File: config.mk
export PLATFORM = sky130hd
export DESIGN_NAME = byterun1_row_decoder
export DESIGN_NICKNAME = d
export VERILOG_FILES = /design/src/hw/rtl/br1rd_pkg.sv /design/src/hw/rtl/br1rd_ctrl.sv /design/src/hw/rtl/br1rd_datapath.sv /design/src/hw/rtl/byterun1_row_decoder.sv
export SDC_FILE = /design/constraint.sdc
export NUM_CORES = 1
export LEC_CHECK = 0
export ABC_AREA = 0
export BUFFER_PORTS_ARGS = -buffer_cell sky130_fd_sc_hd__buf_2
export CAP_MARGIN = 20
export CORE_MARGIN = 4
export CORE_UTILIZATION = 35
export CTS_CLUSTER_DIAMETER = 200
export DETAILED_ROUTE_END_ITERATION = 10
export HOLD_SLACK_MARGIN = 0.06
export MAX_ROUTING_LAYER = met4
export PLACE_DENSITY_LB_ADDON = 0.25
export SKIP_CTS_REPAIR_TIMING = 1
export SLEW_MARGIN = 40
export SYNTH_ARGS = -nofsm -noshare
export SYNTH_HDL_FRONTEND = slang
export SYNTH_HIERARCHICAL = 1
export SYNTH_SLANG_ARGS = --single-unit
File: constraint.sdc
create_clock -name i_clk -period 10.1 [get_ports i_clk]
set_input_delay 2.02 -clock i_clk [delete_from_list [all_inputs] [get_ports i_clk]]
set_output_delay 2.02 -clock i_clk [all_outputs]
set_load 0.05 [all_outputs]
File: src/hw/rtl/br1rd_pkg.sv
// Shared types and constants for the ByteRun1 row decoder.
`default_nettype none

package br1rd_pkg;

    localparam int MAX_ROW_BYTES_DEF = 8192;
    localparam int ROW_SIZE_W        = 14;
    localparam int APB_AW            = 3;
    localparam int APB_DW            = 32;

    localparam logic [ROW_SIZE_W-1:0] ROW_SIZE_RST = 14'd40;
    localparam logic                  REG_ROW_SIZE = 1'b0;

    localparam logic [3:0] GROUP_BYTES = 4'd8;
    localparam logic [7:0] HDR_NOP     = 8'h80;

    localparam logic [1:0] STATUS_OK      = 2'd0;
    localparam logic [1:0] STATUS_OVERRUN = 2'd1;
    localparam logic [1:0] STATUS_TRUNC   = 2'd2;

    typedef struct packed {
        logic [7:0] in_byte;
        logic       last_byte;
    } t_in_item;

    typedef struct packed {
        logic [7:0] out_byte_0;
        logic [7:0] out_byte_1;
        logic [7:0] out_byte_2;
        logic [7:0] out_byte_3;
        logic [7:0] out_byte_4;
        logic [7:0] out_byte_5;
        logic [7:0] out_byte_6;
        logic [7:0] out_byte_7;
        logic [3:0] valid_count;
        logic       row_end;
        logic [1:0] status;
    } t_out_item;

    // controller -> datapath
    typedef struct packed {
        logic accept;   // consume the input request
        logic group;    // emit next repeat group
        logic tail;     // emit truncated-run close
    } t_dp_cmd;

    // datapath -> controller
    typedef struct packed {
        logic slot_free;    // output register can take a result this cycle
        logic repeat_next;  // the next input byte is a repeat value
        logic lit_tail;     // the current literal byte ends the stream mid-run
        logic group_last;   // the pending repeat group is the final one
    } t_dp_sts;

endpackage

`default_nettype wire

File: src/hw/rtl/br1rd_ctrl.sv
// Controller state machine of the ByteRun1 row decoder.
`default_nettype none

module br1rd_ctrl (
    input  wire logic              i_clk,
    input  wire logic              i_rst_n,
    input  wire logic              i_in_valid,
    output logic                   o_in_stall,
    input  br1rd_pkg::t_dp_sts     i_sts,
    output br1rd_pkg::t_dp_cmd     o_cmd
);
    import br1rd_pkg::*;

    typedef enum logic [2:0] {
        ST_ACCEPT = 3'b001,
        ST_GROUP  = 3'b010,
        ST_TAIL   = 3'b100
    } t_ctl_state;

    t_ctl_state r_state;
    t_ctl_state n_state;

    always_comb begin
        n_state      = r_state;
        o_cmd        = '0;
        o_in_stall   = 1'b1;
        case (r_state)
            ST_ACCEPT: begin
                o_in_stall = ~i_sts.slot_free;
                if (i_in_valid && i_sts.slot_free) begin
                    o_cmd.accept = 1'b1;
                    if (i_sts.repeat_next) begin
                        n_state = ST_GROUP;
                    end else if (i_sts.lit_tail) begin
                        n_state = ST_TAIL;
                    end
                end
            end
            ST_GROUP: begin
                if (i_sts.slot_free) begin
                    o_cmd.group = 1'b1;
                    if (i_sts.group_last) begin
                        n_state = ST_ACCEPT;
                    end
                end
            end
            ST_TAIL: begin
                if (i_sts.slot_free) begin
                    o_cmd.tail = 1'b1;
                    n_state    = ST_ACCEPT;
                end
            end
            default: begin
                n_state = ST_ACCEPT;
            end
        endcase
    end

    always_ff @(posedge i_clk) begin
        if (!i_rst_n) begin
            r_state <= ST_ACCEPT;
        end else begin
            r_state <= n_state;
        end
    end

endmodule

`default_nettype wire

File: src/hw/rtl/br1rd_datapath.sv
// Datapath of the ByteRun1 row decoder: run and row counters, output register.
`default_nettype none

module br1rd_datapath #(
    parameter int MAX_ROW_BYTES = br1rd_pkg::MAX_ROW_BYTES_DEF
) (
    input  wire logic                             i_clk,
    input  wire logic                             i_rst_n,
    input  br1rd_pkg::t_in_item                   i_in,
    input  wire logic [br1rd_pkg::ROW_SIZE_W-1:0] i_row_size,
    input  br1rd_pkg::t_dp_cmd                    i_cmd,
    output br1rd_pkg::t_dp_sts                    o_sts,
    input  wire logic                             i_out_stall,
    output logic                                  o_out_valid,
    output br1rd_pkg::t_out_item                  o_out
);
    import br1rd_pkg::*;

    localparam int FILL_W  = $clog2(MAX_ROW_BYTES);
    localparam int SUM_RAW = $clog2(MAX_ROW_BYTES + 129);
    localparam int SUM_W   = (SUM_RAW > ROW_SIZE_W) ? SUM_RAW : ROW_SIZE_W;
    localparam logic [SUM_W-1:0] MAX_LEN = SUM_W'(MAX_ROW_BYTES);

    typedef enum logic [3:0] {
        PH_HEADER  = 4'b0001,
        PH_LITERAL = 4'b0010,
        PH_REPEAT  = 4'b0100,
        PH_SKIP    = 4'b1000
    } t_phase;

    t_phase              r_phase,      n_phase;
    logic [7:0]          r_run_left,   n_run_left;
    logic [FILL_W-1:0]   r_row_filled, n_row_filled;
    logic [7:0]          r_byte,       n_byte;
    logic                r_last,       n_last;
    logic                r_out_valid;
    t_out_item           r_out;

    logic                n_out_load;
    t_out_item           n_out_item;
    logic                w_slot_free;

    logic [SUM_W-1:0]    w_rb;
    logic [SUM_W-1:0]    w_len;
    logic [SUM_W-1:0]    w_fill;

    logic                w_is_lit;
    logic [7:0]          w_count;
    logic [SUM_W-1:0]    w_hdr_sum;
    logic                w_overrun;

    logic [SUM_W-1:0]    w_lit_sum;
    logic                w_lit_end;
    logic [FILL_W-1:0]   w_lit_fill;
    logic                w_lit_done;

    logic [3:0]          w_take;
    logic [SUM_W-1:0]    w_grp_sum;
    logic                w_grp_end;
    logic [FILL_W-1:0]   w_grp_fill;
    logic                w_grp_done;

    function automatic t_out_item make_item(input logic [7:0] b, input logic [3:0] cnt,
                                            input logic row_end, input logic [1:0] st);
        t_out_item it;
        it.out_byte_0  = (cnt > 4'd0) ? b : 8'd0;
        it.out_byte_1  = (cnt > 4'd1) ? b : 8'd0;
        it.out_byte_2  = (cnt > 4'd2) ? b : 8'd0;
        it.out_byte_3  = (cnt > 4'd3) ? b : 8'd0;
        it.out_byte_4  = (cnt > 4'd4) ? b : 8'd0;
        it.out_byte_5  = (cnt > 4'd5) ? b : 8'd0;
        it.out_byte_6  = (cnt > 4'd6) ? b : 8'd0;
        it.out_byte_7  = (cnt > 4'd7) ? b : 8'd0;
        it.valid_count = cnt;
        it.row_end     = row_end;
        it.status      = st;
        return it;
    endfunction

    // effective row length, clamped to 1..MAX_ROW_BYTES
    always_comb begin
        w_rb   = SUM_W'(i_row_size);
        w_len  = (w_rb == '0) ? SUM_W'(1) : ((w_rb > MAX_LEN) ? MAX_LEN : w_rb);
        w_fill = SUM_W'(r_row_filled);
    end

    always_comb begin
        w_is_lit  = ~i_in.in_byte[7];
        w_count   = w_is_lit ? (i_in.in_byte + 8'd1) : 8'(9'd257 - {1'b0, i_in.in_byte});
        w_hdr_sum = w_fill + SUM_W'(w_count);
        w_overrun = w_hdr_sum > w_len;

        w_lit_sum  = w_fill + SUM_W'(1);
        w_lit_end  = w_lit_sum >= w_len;
        w_lit_fill = w_lit_end ? '0 : w_lit_sum[FILL_W-1:0];
        w_lit_done = r_run_left == 8'd1;

        w_take     = (r_run_left < 8'(GROUP_BYTES)) ? r_run_left[3:0] : GROUP_BYTES;
        w_grp_sum  = w_fill + SUM_W'(w_take);
        w_grp_end  = w_grp_sum >= w_len;
        w_grp_fill = w_grp_end ? '0 : w_grp_sum[FILL_W-1:0];
        w_grp_done = r_run_left <= 8'(GROUP_BYTES);
    end

    always_comb begin
        n_phase      = r_phase;
        n_run_left   = r_run_left;
        n_row_filled = r_row_filled;
        n_byte       = r_byte;
        n_last       = r_last;
        n_out_load   = 1'b0;
        n_out_item   = r_out;

        if (i_cmd.accept) begin
            case (r_phase)
                PH_HEADER: begin
                    if (i_in.in_byte != HDR_NOP) begin
                        if (w_overrun) begin
                            // run would cross the row end: close row, drop the run
                            n_out_load   = 1'b1;
                            n_out_item   = make_item(8'd0, 4'd0, 1'b1, STATUS_OVERRUN);
                            n_row_filled = '0;
                            n_phase      = PH_SKIP;
                            n_run_left   = w_is_lit ? w_count : 8'd1;
                        end else begin
                            n_phase    = w_is_lit ? PH_LITERAL : PH_REPEAT;
                            n_run_left = w_count;
                            if (i_in.last_byte) begin
                                n_out_load = 1'b1;
                                n_out_item = make_item(8'd0, 4'd0, 1'b1, STATUS_TRUNC);
                            end
                        end
                    end else if (i_in.last_byte && (r_row_filled != '0)) begin
                        n_out_load = 1'b1;
                        n_out_item = make_item(8'd0, 4'd0, 1'b1, STATUS_OK);
                    end
                end
                PH_LITERAL: begin
                    n_out_load   = 1'b1;
                    n_out_item   = make_item(i_in.in_byte, 4'd1,
                                             w_lit_end | (i_in.last_byte && w_lit_done &&
                                                          (w_lit_fill != '0)),
                                             STATUS_OK);
                    n_row_filled = w_lit_fill;
                    n_run_left   = r_run_left - 8'd1;
                    if (w_lit_done) begin
                        n_phase = PH_HEADER;
                    end
                end
                PH_REPEAT: begin
                    n_byte = i_in.in_byte;
                    n_last = i_in.last_byte;
                end
                PH_SKIP: begin
                    n_run_left = r_run_left - 8'd1;
                    if (r_run_left <= 8'd1) begin
                        n_run_left = 8'd0;
                        n_phase    = PH_HEADER;
                    end
                end
                default: begin
                    n_phase = PH_HEADER;
                end
            endcase

            // end of stream; a repeat run clears at its final group instead
            if (i_in.last_byte && (r_phase != PH_REPEAT)) begin
                n_phase      = PH_HEADER;
                n_run_left   = 8'd0;
                n_row_filled = '0;
            end
        end else if (i_cmd.group) begin
            n_out_load   = 1'b1;
            n_out_item   = make_item(r_byte, w_take,
                                     w_grp_end | (r_last && w_grp_done && (w_grp_fill != '0)),
                                     STATUS_OK);
            n_run_left   = r_run_left - 8'(w_take);
            n_row_filled = w_grp_fill;
            if (w_grp_done) begin
                n_phase    = PH_HEADER;
                n_run_left = 8'd0;
                if (r_last) begin
                    n_row_filled = '0;
                end
            end
        end else if (i_cmd.tail) begin
            n_out_load = 1'b1;
            n_out_item = make_item(8'd0, 4'd0, 1'b1, STATUS_TRUNC);
        end
    end

    assign w_slot_free = ~r_out_valid | ~i_out_stall;

    always_ff @(posedge i_clk) begin
        if (!i_rst_n) begin
            r_phase      <= PH_HEADER;
            r_run_left   <= 8'd0;
            r_row_filled <= '0;
            r_out_valid  <= 1'b0;
        end else begin
            r_phase      <= n_phase;
            r_run_left   <= n_run_left;
            r_row_filled <= n_row_filled;
            if (w_slot_free) begin
                r_out_valid <= n_out_load;
            end
        end
    end

    always_ff @(posedge i_clk) begin
        r_byte <= n_byte;
        r_last <= n_last;
        if (n_out_load) begin
            r_out <= n_out_item;
        end
    end

    always_comb begin
        o_sts.slot_free   = w_slot_free;
        o_sts.repeat_next = r_phase == PH_REPEAT;
        o_sts.lit_tail    = (r_phase == PH_LITERAL) && i_in.last_byte && !w_lit_done;
        o_sts.group_last  = w_grp_done;
    end

    assign o_out_valid = r_out_valid;
    assign o_out       = r_out;

endmodule

`default_nettype wire

File: src/hw/rtl/byterun1_row_decoder.sv
// Top level of the ByteRun1 (PackBits) row decoder with its APB register.
//
// Compressed bytes enter on the i_in channel (valid/stall), one request per
// byte; last_byte marks the end of the body. Decoded data leaves on the o_out
// channel as groups of up to eight identical or single literal bytes, with
// valid_count, row_end and status. The row length is set through the APB port.
// Timing, one output register between the sides:
//   header, literal and dropped-run bytes: the result (if any) appears in
//   the output register the cycle after the byte is taken.
//   repeat value of a run of n bytes: one group per cycle from the group
//   sequencer while the output register is free; a truncated literal adds
//   a closing result from the sequencer.
// In ST_ACCEPT the input takes a new byte whenever the output register is
// empty or drained in the same cycle. While the receiver stalls with a
// result waiting, the result holds and the input stalls, even for header bytes.
// Synchronous reset puts the row length to 40, empties the output register and
// returns the decoder to expecting a header; no clearing pass is needed.
`default_nettype none

module byterun1_row_decoder #(
    parameter int MAX_ROW_BYTES = br1rd_pkg::MAX_ROW_BYTES_DEF
) (
    input  wire logic                          i_clk,
    input  wire logic                          i_rst_n,
    input  wire logic                          i_in_valid,
    output logic                               o_in_stall,
    input  br1rd_pkg::t_in_item                i_in,
    output logic                               o_out_valid,
    input  wire logic                          i_out_stall,
    output br1rd_pkg::t_out_item               o_out,
    input  wire logic                          psel,
    input  wire logic                          penable,
    input  wire logic                          pwrite,
    input  wire logic [br1rd_pkg::APB_AW-1:0]  paddr,
    input  wire logic [br1rd_pkg::APB_DW-1:0]  pwdata,
    output logic      [br1rd_pkg::APB_DW-1:0]  prdata,
    output logic                               pready
);
    import br1rd_pkg::*;

    logic [ROW_SIZE_W-1:0] r_row_size;
    logic                  w_wr;
    t_dp_cmd               w_cmd;
    t_dp_sts               w_sts;

    assign pready = 1'b1;
    assign w_wr   = psel && penable && pwrite && (paddr[2] == REG_ROW_SIZE);

    always_ff @(posedge i_clk) begin
        if (!i_rst_n) begin
            r_row_size <= ROW_SIZE_RST;
        end else if (w_wr) begin
            r_row_size <= pwdata[ROW_SIZE_W-1:0];
        end
    end

    always_comb begin
        prdata = '0;
        if ((paddr[2] == REG_ROW_SIZE) && (paddr[1:0] == 2'd0)) begin
            prdata = APB_DW'(r_row_size);
        end
    end

    br1rd_ctrl u_ctrl (
        .i_clk      (i_clk),
        .i_rst_n    (i_rst_n),
        .i_in_valid (i_in_valid),
        .o_in_stall (o_in_stall),
        .i_sts      (w_sts),
        .o_cmd      (w_cmd)
    );

    br1rd_datapath #(
        .MAX_ROW_BYTES (MAX_ROW_BYTES)
    ) u_dp (
        .i_clk       (i_clk),
        .i_rst_n     (i_rst_n),
        .i_in        (i_in),
        .i_row_size  (r_row_size),
        .i_cmd       (w_cmd),
        .o_sts       (w_sts),
        .i_out_stall (i_out_stall),
        .o_out_valid (o_out_valid),
        .o_out       (o_out)
    );

    a_cmd_onehot: assert property (@(posedge i_clk) disable iff (!i_rst_n)
        $onehot0({w_cmd.accept, w_cmd.group, w_cmd.tail}))
        else $error("more than one datapath command at once");

    a_seq_blocks_input: assert property (@(posedge i_clk) disable iff (!i_rst_n)
        (w_cmd.group || w_cmd.tail) |-> o_in_stall)
        else $error("input taken while the group sequencer runs");

    a_err_closes_row: assert property (@(posedge i_clk) disable iff (!i_rst_n)
        (o_out_valid && (o_out.status != STATUS_OK)) |->
            (o_out.row_end && (o_out.valid_count == 4'd0)))
        else $error("error status without an empty row close");

    a_lane_count: assert property (@(posedge i_clk) disable iff (!i_rst_n)
        o_out_valid |-> (o_out.valid_count <= GROUP_BYTES))
        else $error("valid_count above the group size");

endmodule

`default_nettype wire

Yosys cells after proc, flatten, opt, wreduce, memory -nomap -nowiden
Index checks and enable logic that the tools add are counted.
{"block": "totals", "regBits": 123, "input_bits": 51}
{"block": "classes", "add_sub_neg": 7, "n_lt_le_gt_ge": 15, "eq_ne": 25, "mux": 71, "bitwise_logic": 7, "n_reduce_logical": 28}
{"op": "$mux 71", "count": 7}
{"op": "$pmux 71 s2", "count": 1}
{"op": "$mux 8", "count": 17}
{"op": "$mux 13", "count": 9}
{"op": "$mux 14", "count": 3}
{"op": "$reduce_bool 13->1", "count": 3}
{"op": "$mux 4", "count": 9}
{"op": "$ge 14x14->1", "count": 2}
{"op": "$pmux 13 s2", "count": 1}
{"op": "$pmux 8 s3", "count": 1}
{"op": "$mux 3", "count": 7}
{"op": "$ne 4x2->1 const B", "count": 5}
{"op": "$gt 4x3->1 const B", "count": 4}
{"op": "$pmux 4 s4", "count": 1}
{"op": "$add 13x1->14 const B", "count": 1}
{"op": "$add 13x4->14", "count": 1}
{"op": "$add 13x8->14", "count": 1}
{"op": "$gt 14x14->1", "count": 1}
{"op": "$gt 14x14->1 const B", "count": 1}
{"op": "$logic_not 14->1", "count": 1}
{"op": "$logic_and 1x1->1", "count": 13}
{"op": "$mux 1", "count": 13}
{"op": "$reduce_and 5->1", "count": 2}
{"op": "$pmux 3 s3", "count": 1}
{"op": "36 further kinds", "count": 48}

Depth between registers and ports, before layout
{"block": "logic_depth", "depth_word": 10, "mapped_depth": 22}

By module
Netlist, hierarchy kept.
{"mod": "br1rd_datapath", "n_inst": 1, "cells_per_inst": 778, "area_each_um2": 7203.2, "seq_area_each_um2": 2922.8}
{"mod": "byterun1_row_decoder", "n_inst": 1, "cells_per_inst": 99, "area_each_um2": 843.3, "seq_area_each_um2": 280.3}
{"mod": "br1rd_ctrl", "n_inst": 1, "cells_per_inst": 20, "area_each_um2": 191.4, "seq_area_each_um2": 60.1}

Worst setup path after synthesis
OpenSTA, ideal clock, no wires.
{"block": "synth_timing", "path_kind": "input port to flip-flop", "from": "input port i_in[3] (netlist name)", "to": "register u_dp.r_out, in the netlist u_dp/o_out[0] (enable)", "setup_time_ns": 0.545, "arrival_ns": 9.247, "path_slack_ns": 0.308, "cell_stages": 20, "n_path_buf": 1, "path_cell_list": "clkbuf_1 inv_1 ha_1 inv_1 or3_1 a21oi_1 xnor2_1 ha_1 a21oi_1 o21ai_0 a41oi_1 nor2_1 and3_1 ha_1 nand4_1 nor2_1 o31ai_1 a21oi_1 nand2_1 a31oi_1"}
{"block": "synth_via", "elab_chain_cells": 9, "elab_cells_between_ends": 13, "cone_classes": "add/sub: 3; order compare: 1; eq/ne: 3; mux: 5; reduce/logical: 1"}
{"item": "start: declaration", "line_no": "byterun1_row_decoder.sv:27", "text": "input br1rd_pkg::t_in_item i_in,"}
{"item": "$add 8x1->8 or $sub 1x8->8 (tied branches)", "line_no": "br1rd_datapath.sv:89", "text": "w_count = w_is_lit ? (i_in.in_byte + 8'd1) : 8'(9'd257 - {1'b0, i_in.in_byte});"}
{"item": "$mux 8", "line_no": "br1rd_datapath.sv:89"}
{"item": "$add 13x8->14", "line_no": "br1rd_datapath.sv:90", "text": "w_hdr_sum = w_fill + SUM_W'(w_count);"}
{"item": "$gt 14x14->1", "line_no": "br1rd_datapath.sv:91", "text": "w_overrun = w_hdr_sum > w_len;"}
{"item": "$mux 1", "line_no": "br1rd_datapath.sv:118", "text": "if (w_overrun) begin"}
{"item": "$mux 1", "line_no": "br1rd_datapath.sv:117", "text": "if (i_in.in_byte != HDR_NOP) begin"}
{"item": "$pmux 1 s2", "line_no": "br1rd_datapath.sv:115", "text": "case (r_phase)"}
{"item": "$mux 1", "line_no": "br1rd_datapath.sv:114", "text": "if (i_cmd.accept) begin"}
{"item": "$reduce_and 5->1 (no line) (*)"}
{"item": "end signal: assignment", "line_no": "br1rd_datapath.sv:214", "text": "r_out <= n_out_item;"}
{"item": "end: declaration", "line_no": "br1rd_datapath.sv:37", "text": "t_out_item r_out;"}
Every way passes the cells marked *; elsewhere a longest branch is shown, timed or not.
A chain may end at the register's enable or synchronous reset.

Worst setup path after layout
{"block": "layout_timing", "from": "input port i_in[3] (netlist name)", "to": "register u_dp.r_run_left[6]"}
{"block": "layout_via", "elab_chain_cells": 9, "elab_cells_between_ends": 14, "cone_classes": "add/sub: 3; order compare: 1; eq/ne: 2; mux: 7; reduce/logical: 1"}
{"item": "$add 8x1->8 or $sub 1x8->8 (tied branches)", "line_no": "br1rd_datapath.sv:89"}
{"item": "$mux 8", "line_no": "br1rd_datapath.sv:89"}
{"item": "$add 13x8->14", "line_no": "br1rd_datapath.sv:90"}
{"item": "$gt 14x14->1", "line_no": "br1rd_datapath.sv:91"}
{"item": "$mux 8", "line_no": "br1rd_datapath.sv:118"}
{"item": "$mux 8", "line_no": "br1rd_datapath.sv:117"}
{"item": "$pmux 8 s3", "line_no": "br1rd_datapath.sv:115"}
{"item": "$mux 8", "line_no": "br1rd_datapath.sv:167", "text": "if (i_in.last_byte && (r_phase != PH_REPEAT)) begin"}
{"item": "$mux 8", "line_no": "br1rd_datapath.sv:114"}
{"item": "end signal: assignment", "line_no": "br1rd_datapath.sv:202", "text": "r_run_left <= n_run_left;"}
{"item": "end: declaration", "line_no": "br1rd_datapath.sv:32", "text": "logic [7:0] r_run_left, n_run_left;"}
Several ways; a longest one is shown, not always the timed one. The select of a mux whose other input is x is not followed.

==> impl_results.md <==
- Hold WC Path Type: flop to flop
- Yosys cell types: 84
- R2R setup slack: a little under 4 ns
- FF-to-FF End: u_dp/r_row_filled[1]$_SDFFE_PN0P_
- Design Area, Final: between 9000 and 10000 um2
- Synth Flop Type: edfxtp_1
- Area leader, netlist: edfxtp_1
- Slew HR: 0.4709
- Worst R2R Start: u_dp/r_run_left[3]$_SDFFE_PN0P_
- Die area: roughly 26000 um2
- Avg Vias per Cell: slightly above 5
- Pins over their slew limit: 0
- Synth top area share: 0.2916
- Post-synthesis register bit count: between 100 and 150
- P per Cell Area: about 180 nW/um2
- CTS Sinks: 123
- Most frequent cell after synthesis: nand2_1
- Sw Pwr: ~650 uW
- FMAX: around 150 MHz
- Synth async-reset ratio: 0
- Worst Skew: around 0.0090 ns
- Min-delay src: r_row_size[8]$_SDFFE_PN0P_
- Placement row count: 55
- Synth warn: 6
- Netlist Area Pre-Place: 8238 um2
- Initial detailed-routing violation count: approximately 540
- First-pass GRT wire length: between 30000 and 40000 um
- Clock-pin slew on the worst setup and hold paths: ~0.060 ns
- Antenna viol nets, final: 0
- Die height: ~160 um
- Grt total ovfl: 0
- WS Path Type: input pin to flop
- Share of layout cells above drive strength 1: 0.1853
- Area contributors post-synth: edfxtp_1, dfxtp_1, ha_1
- EDFF count, synth: 80
- Remaining DRCs: 0
- Sequential share of the synthesized area: 0.3961
- Routability cong.: ~0.90
- Initial antenna violation count: 0
- DR vias: a little under 7000
- Clk Tree Root Cell: clkbuf_16
- Clk buf depth: 2
- Maxcap violations: 0
- Status: complete, no violations
- Gate power share: 0.290
- Net Sw Frac: 0.3832
- Clock power frac: 0.349
- Synth cell count leaders: nand2_1, nor2_1, edfxtp_1
- Ant diodes: 0
- Layout Nets: 1109
- WP data arrival: just over 7 ns
- Peak supply drop: around 0.12 mV
- Reg2Reg Depth: 16
- First-pass DRT Iterations: 5
- Die Wd: 161.4 um
- Internal power: ~1.0 mW
- Setup violations, final: 0
- Hold path cells: 2
- WL per Instance: 17.12 um
- Total negative slack: 0 ns
- Pin count of the biggest net entering global routing: 47
- Avg Cell Area, Syn: about 9.2 um2
- Worst EP required: roughly 10 ns
- Post-DP HPWL: 17040 um
- Crit share post-route: 0.6741
- Num ports: between 150 and 200
- Final hold vios: 0
- Post-Route WL: 22550 um
- Worst Path Max Fanout: 9
- Num CTS Buffers: 17
- Seq pwr share: 0.361
- Port bufs: 119
- Area after DPL: 9016 um2
- RSZ-0062 raised after global routing: no
- CP endpoint kind: flop
- CP startpoint kind: input pin
- Vias in the first global route: roughly 6300
- CTS tree: done
- Worst-margin pin slew: approximately 0.8 ns
- Area grow syn2layout: 16.54%
- Placeable core area: around 23000 um2
- Clk_lat worst skew: around 0.42 ns
- Leak: 3.974 nW
- Initial Util: 0.3595
- Mapped Cells: 897
- Hold Path Sink: r_row_size[8]$_SDFFE_PN0P_
- H-tree depth: 4
- Core Util, Final: 0.4189
- Crit path time final: between 6 and 7 ns
- Total GRT Usage: 0.1758
==> state kept, by name, summed over array words and instances (netlist names) <==
name,flops
r_row_size,14
u_ctrl/r_state,3
u_dp/o_out,71
u_dp/o_out_valid,1
u_dp/r_byte,8
u_dp/r_last,1
u_dp/r_phase,4
u_dp/r_row_filled,13
u_dp/r_run_left,8
==> cell usage in the layout, fill, tap and decap left out, drive strengths merged, types with 6 or more instances in the layout <==
cell type,n
nand3,20
nand4,9
nor3,18
or2,6
nor2b,16
a221oi,7
clkbuf,17
and3,6
o21a,7
xnor2,24
dfxtp,43
edfxtp,80
o31ai,7
a21oi,49
mux2i,17
inv,44
nand2,105
conb,21
a211oi,9
nor2,85
nand2b,7
xor2,22
buf,124
ha,65
o21ai,31
and2,56
clkinv,6
nor4,12
==> area by class of cell <==
type | count | area, um2
clock inverter | 15 | 152.6
multi-input combinational | 689 | 4572
tap | 313 | 391.6
inverter | 36 | 135.1
sequential | 123 | 3263
fill | 2301 | 13320
timing repair buffer | 124 | 660.6
clock buffer | 17 | 425.4
==> logic make-up (layout without fill, tap and decap cells) <==
family / count (synthesis) / count (layout) / synth area share
AND/OR/NAND/NOR: 368 / 368 / 0.2280
AO/OA/AOI/OAI: 169 / 169 / 0.1393
flip-flops: 123 / 123 / 0.3961
buffers and inverters: 102 / 192 / 0.06030
adder cells (fa/ha/maj): 67 / 67 / 0.1036
XOR/XNOR: 46 / 46 / 0.04891
multiplexers: 18 / 18 / 0.02202
other: 4 / 21 / 0.001822
==> metrics by stage <==
step / setup slack [ns] / cells / power [mW] / hold slack, ns
after floorplan: 0.3081 / 914 / 0.9961 / 0.4559
after global placement: 2.307 / 1283 / 1.108 / 0.4760
after detailed placement: 2.935 / 1285 / 1.114 / 0.4823
after CTS: 3.336 / 1317 / 1.711 / 0.4930
after global routing: 3.017 / 1317 / 1.781 / 0.5110
final: 3.292 / 1317 / 1.699 / 0.4878
==> how the worst max path moves through the flow <==
| stage | start | to |
|---|---|---|
| 2_1_floorplan | i_in[3] | u_dp/o_out[0]$_SDFFCE_PP0P_ |
| 3_3_place_gp | i_in[3] | u_dp/o_out[27]$_SDFFCE_PP0P_ |
| 3_5_place_dp | i_in[3] | u_dp/r_run_left[6]$_SDFFE_PN0P_ |
| 4_1_cts | i_in[3] | u_dp/o_out[35]$_SDFFCE_PP0P_ |
| 5_1_grt | i_in[3] | u_dp/r_run_left[6]$_SDFFE_PN0P_ |
| 6_report | i_in[3] | u_dp/r_run_left[6]$_SDFFE_PN0P_ |
==> power groups by stage <==
stage | combinational, mW | clock [mW] | sequential (mW)
floorplan | 0.266 | 0 | 0.730
global placement | 0.483 | 0 | 0.625
CTS | 0.493 | 0.605 | 0.613
detailed placement | 0.491 | 0 | 0.624
global route | 0.536 | 0.626 | 0.619
finish | 0.493 | 0.593 | 0.613
==> per-layer routing <==
| metal | part of all wire | track usage |
|---|---|---|
| met5 | 0 | - |
| met1 | 0.45 | 0.2305 |
| met4 | 0.0097 | 0.04188 |
| met3 | 0.061 | 0.02960 |
| met2 | 0.48 | 0.2858 |
==> critical path, cell delays in order <==
cell and delay [ns]:
buf_2 0.15, inv_1 0.14, ha_1 0.20, inv_1 0.07, or3_1 0.36, a21oi_1 0.18, xnor2_1 0.21, ha_1 0.34
a21oi_1 0.15, o21ai_0 0.13, a41oi_1 0.35, nor2_1 0.14, and3_1 0.20, ha_1 0.31, nand4_1 0.21, nor4_1 0.69
a21oi_1 0.30, a21oi_1 0.52, o221ai_1 0.22, a31oi_1 0.23
(Power assumes the default switching activity.)
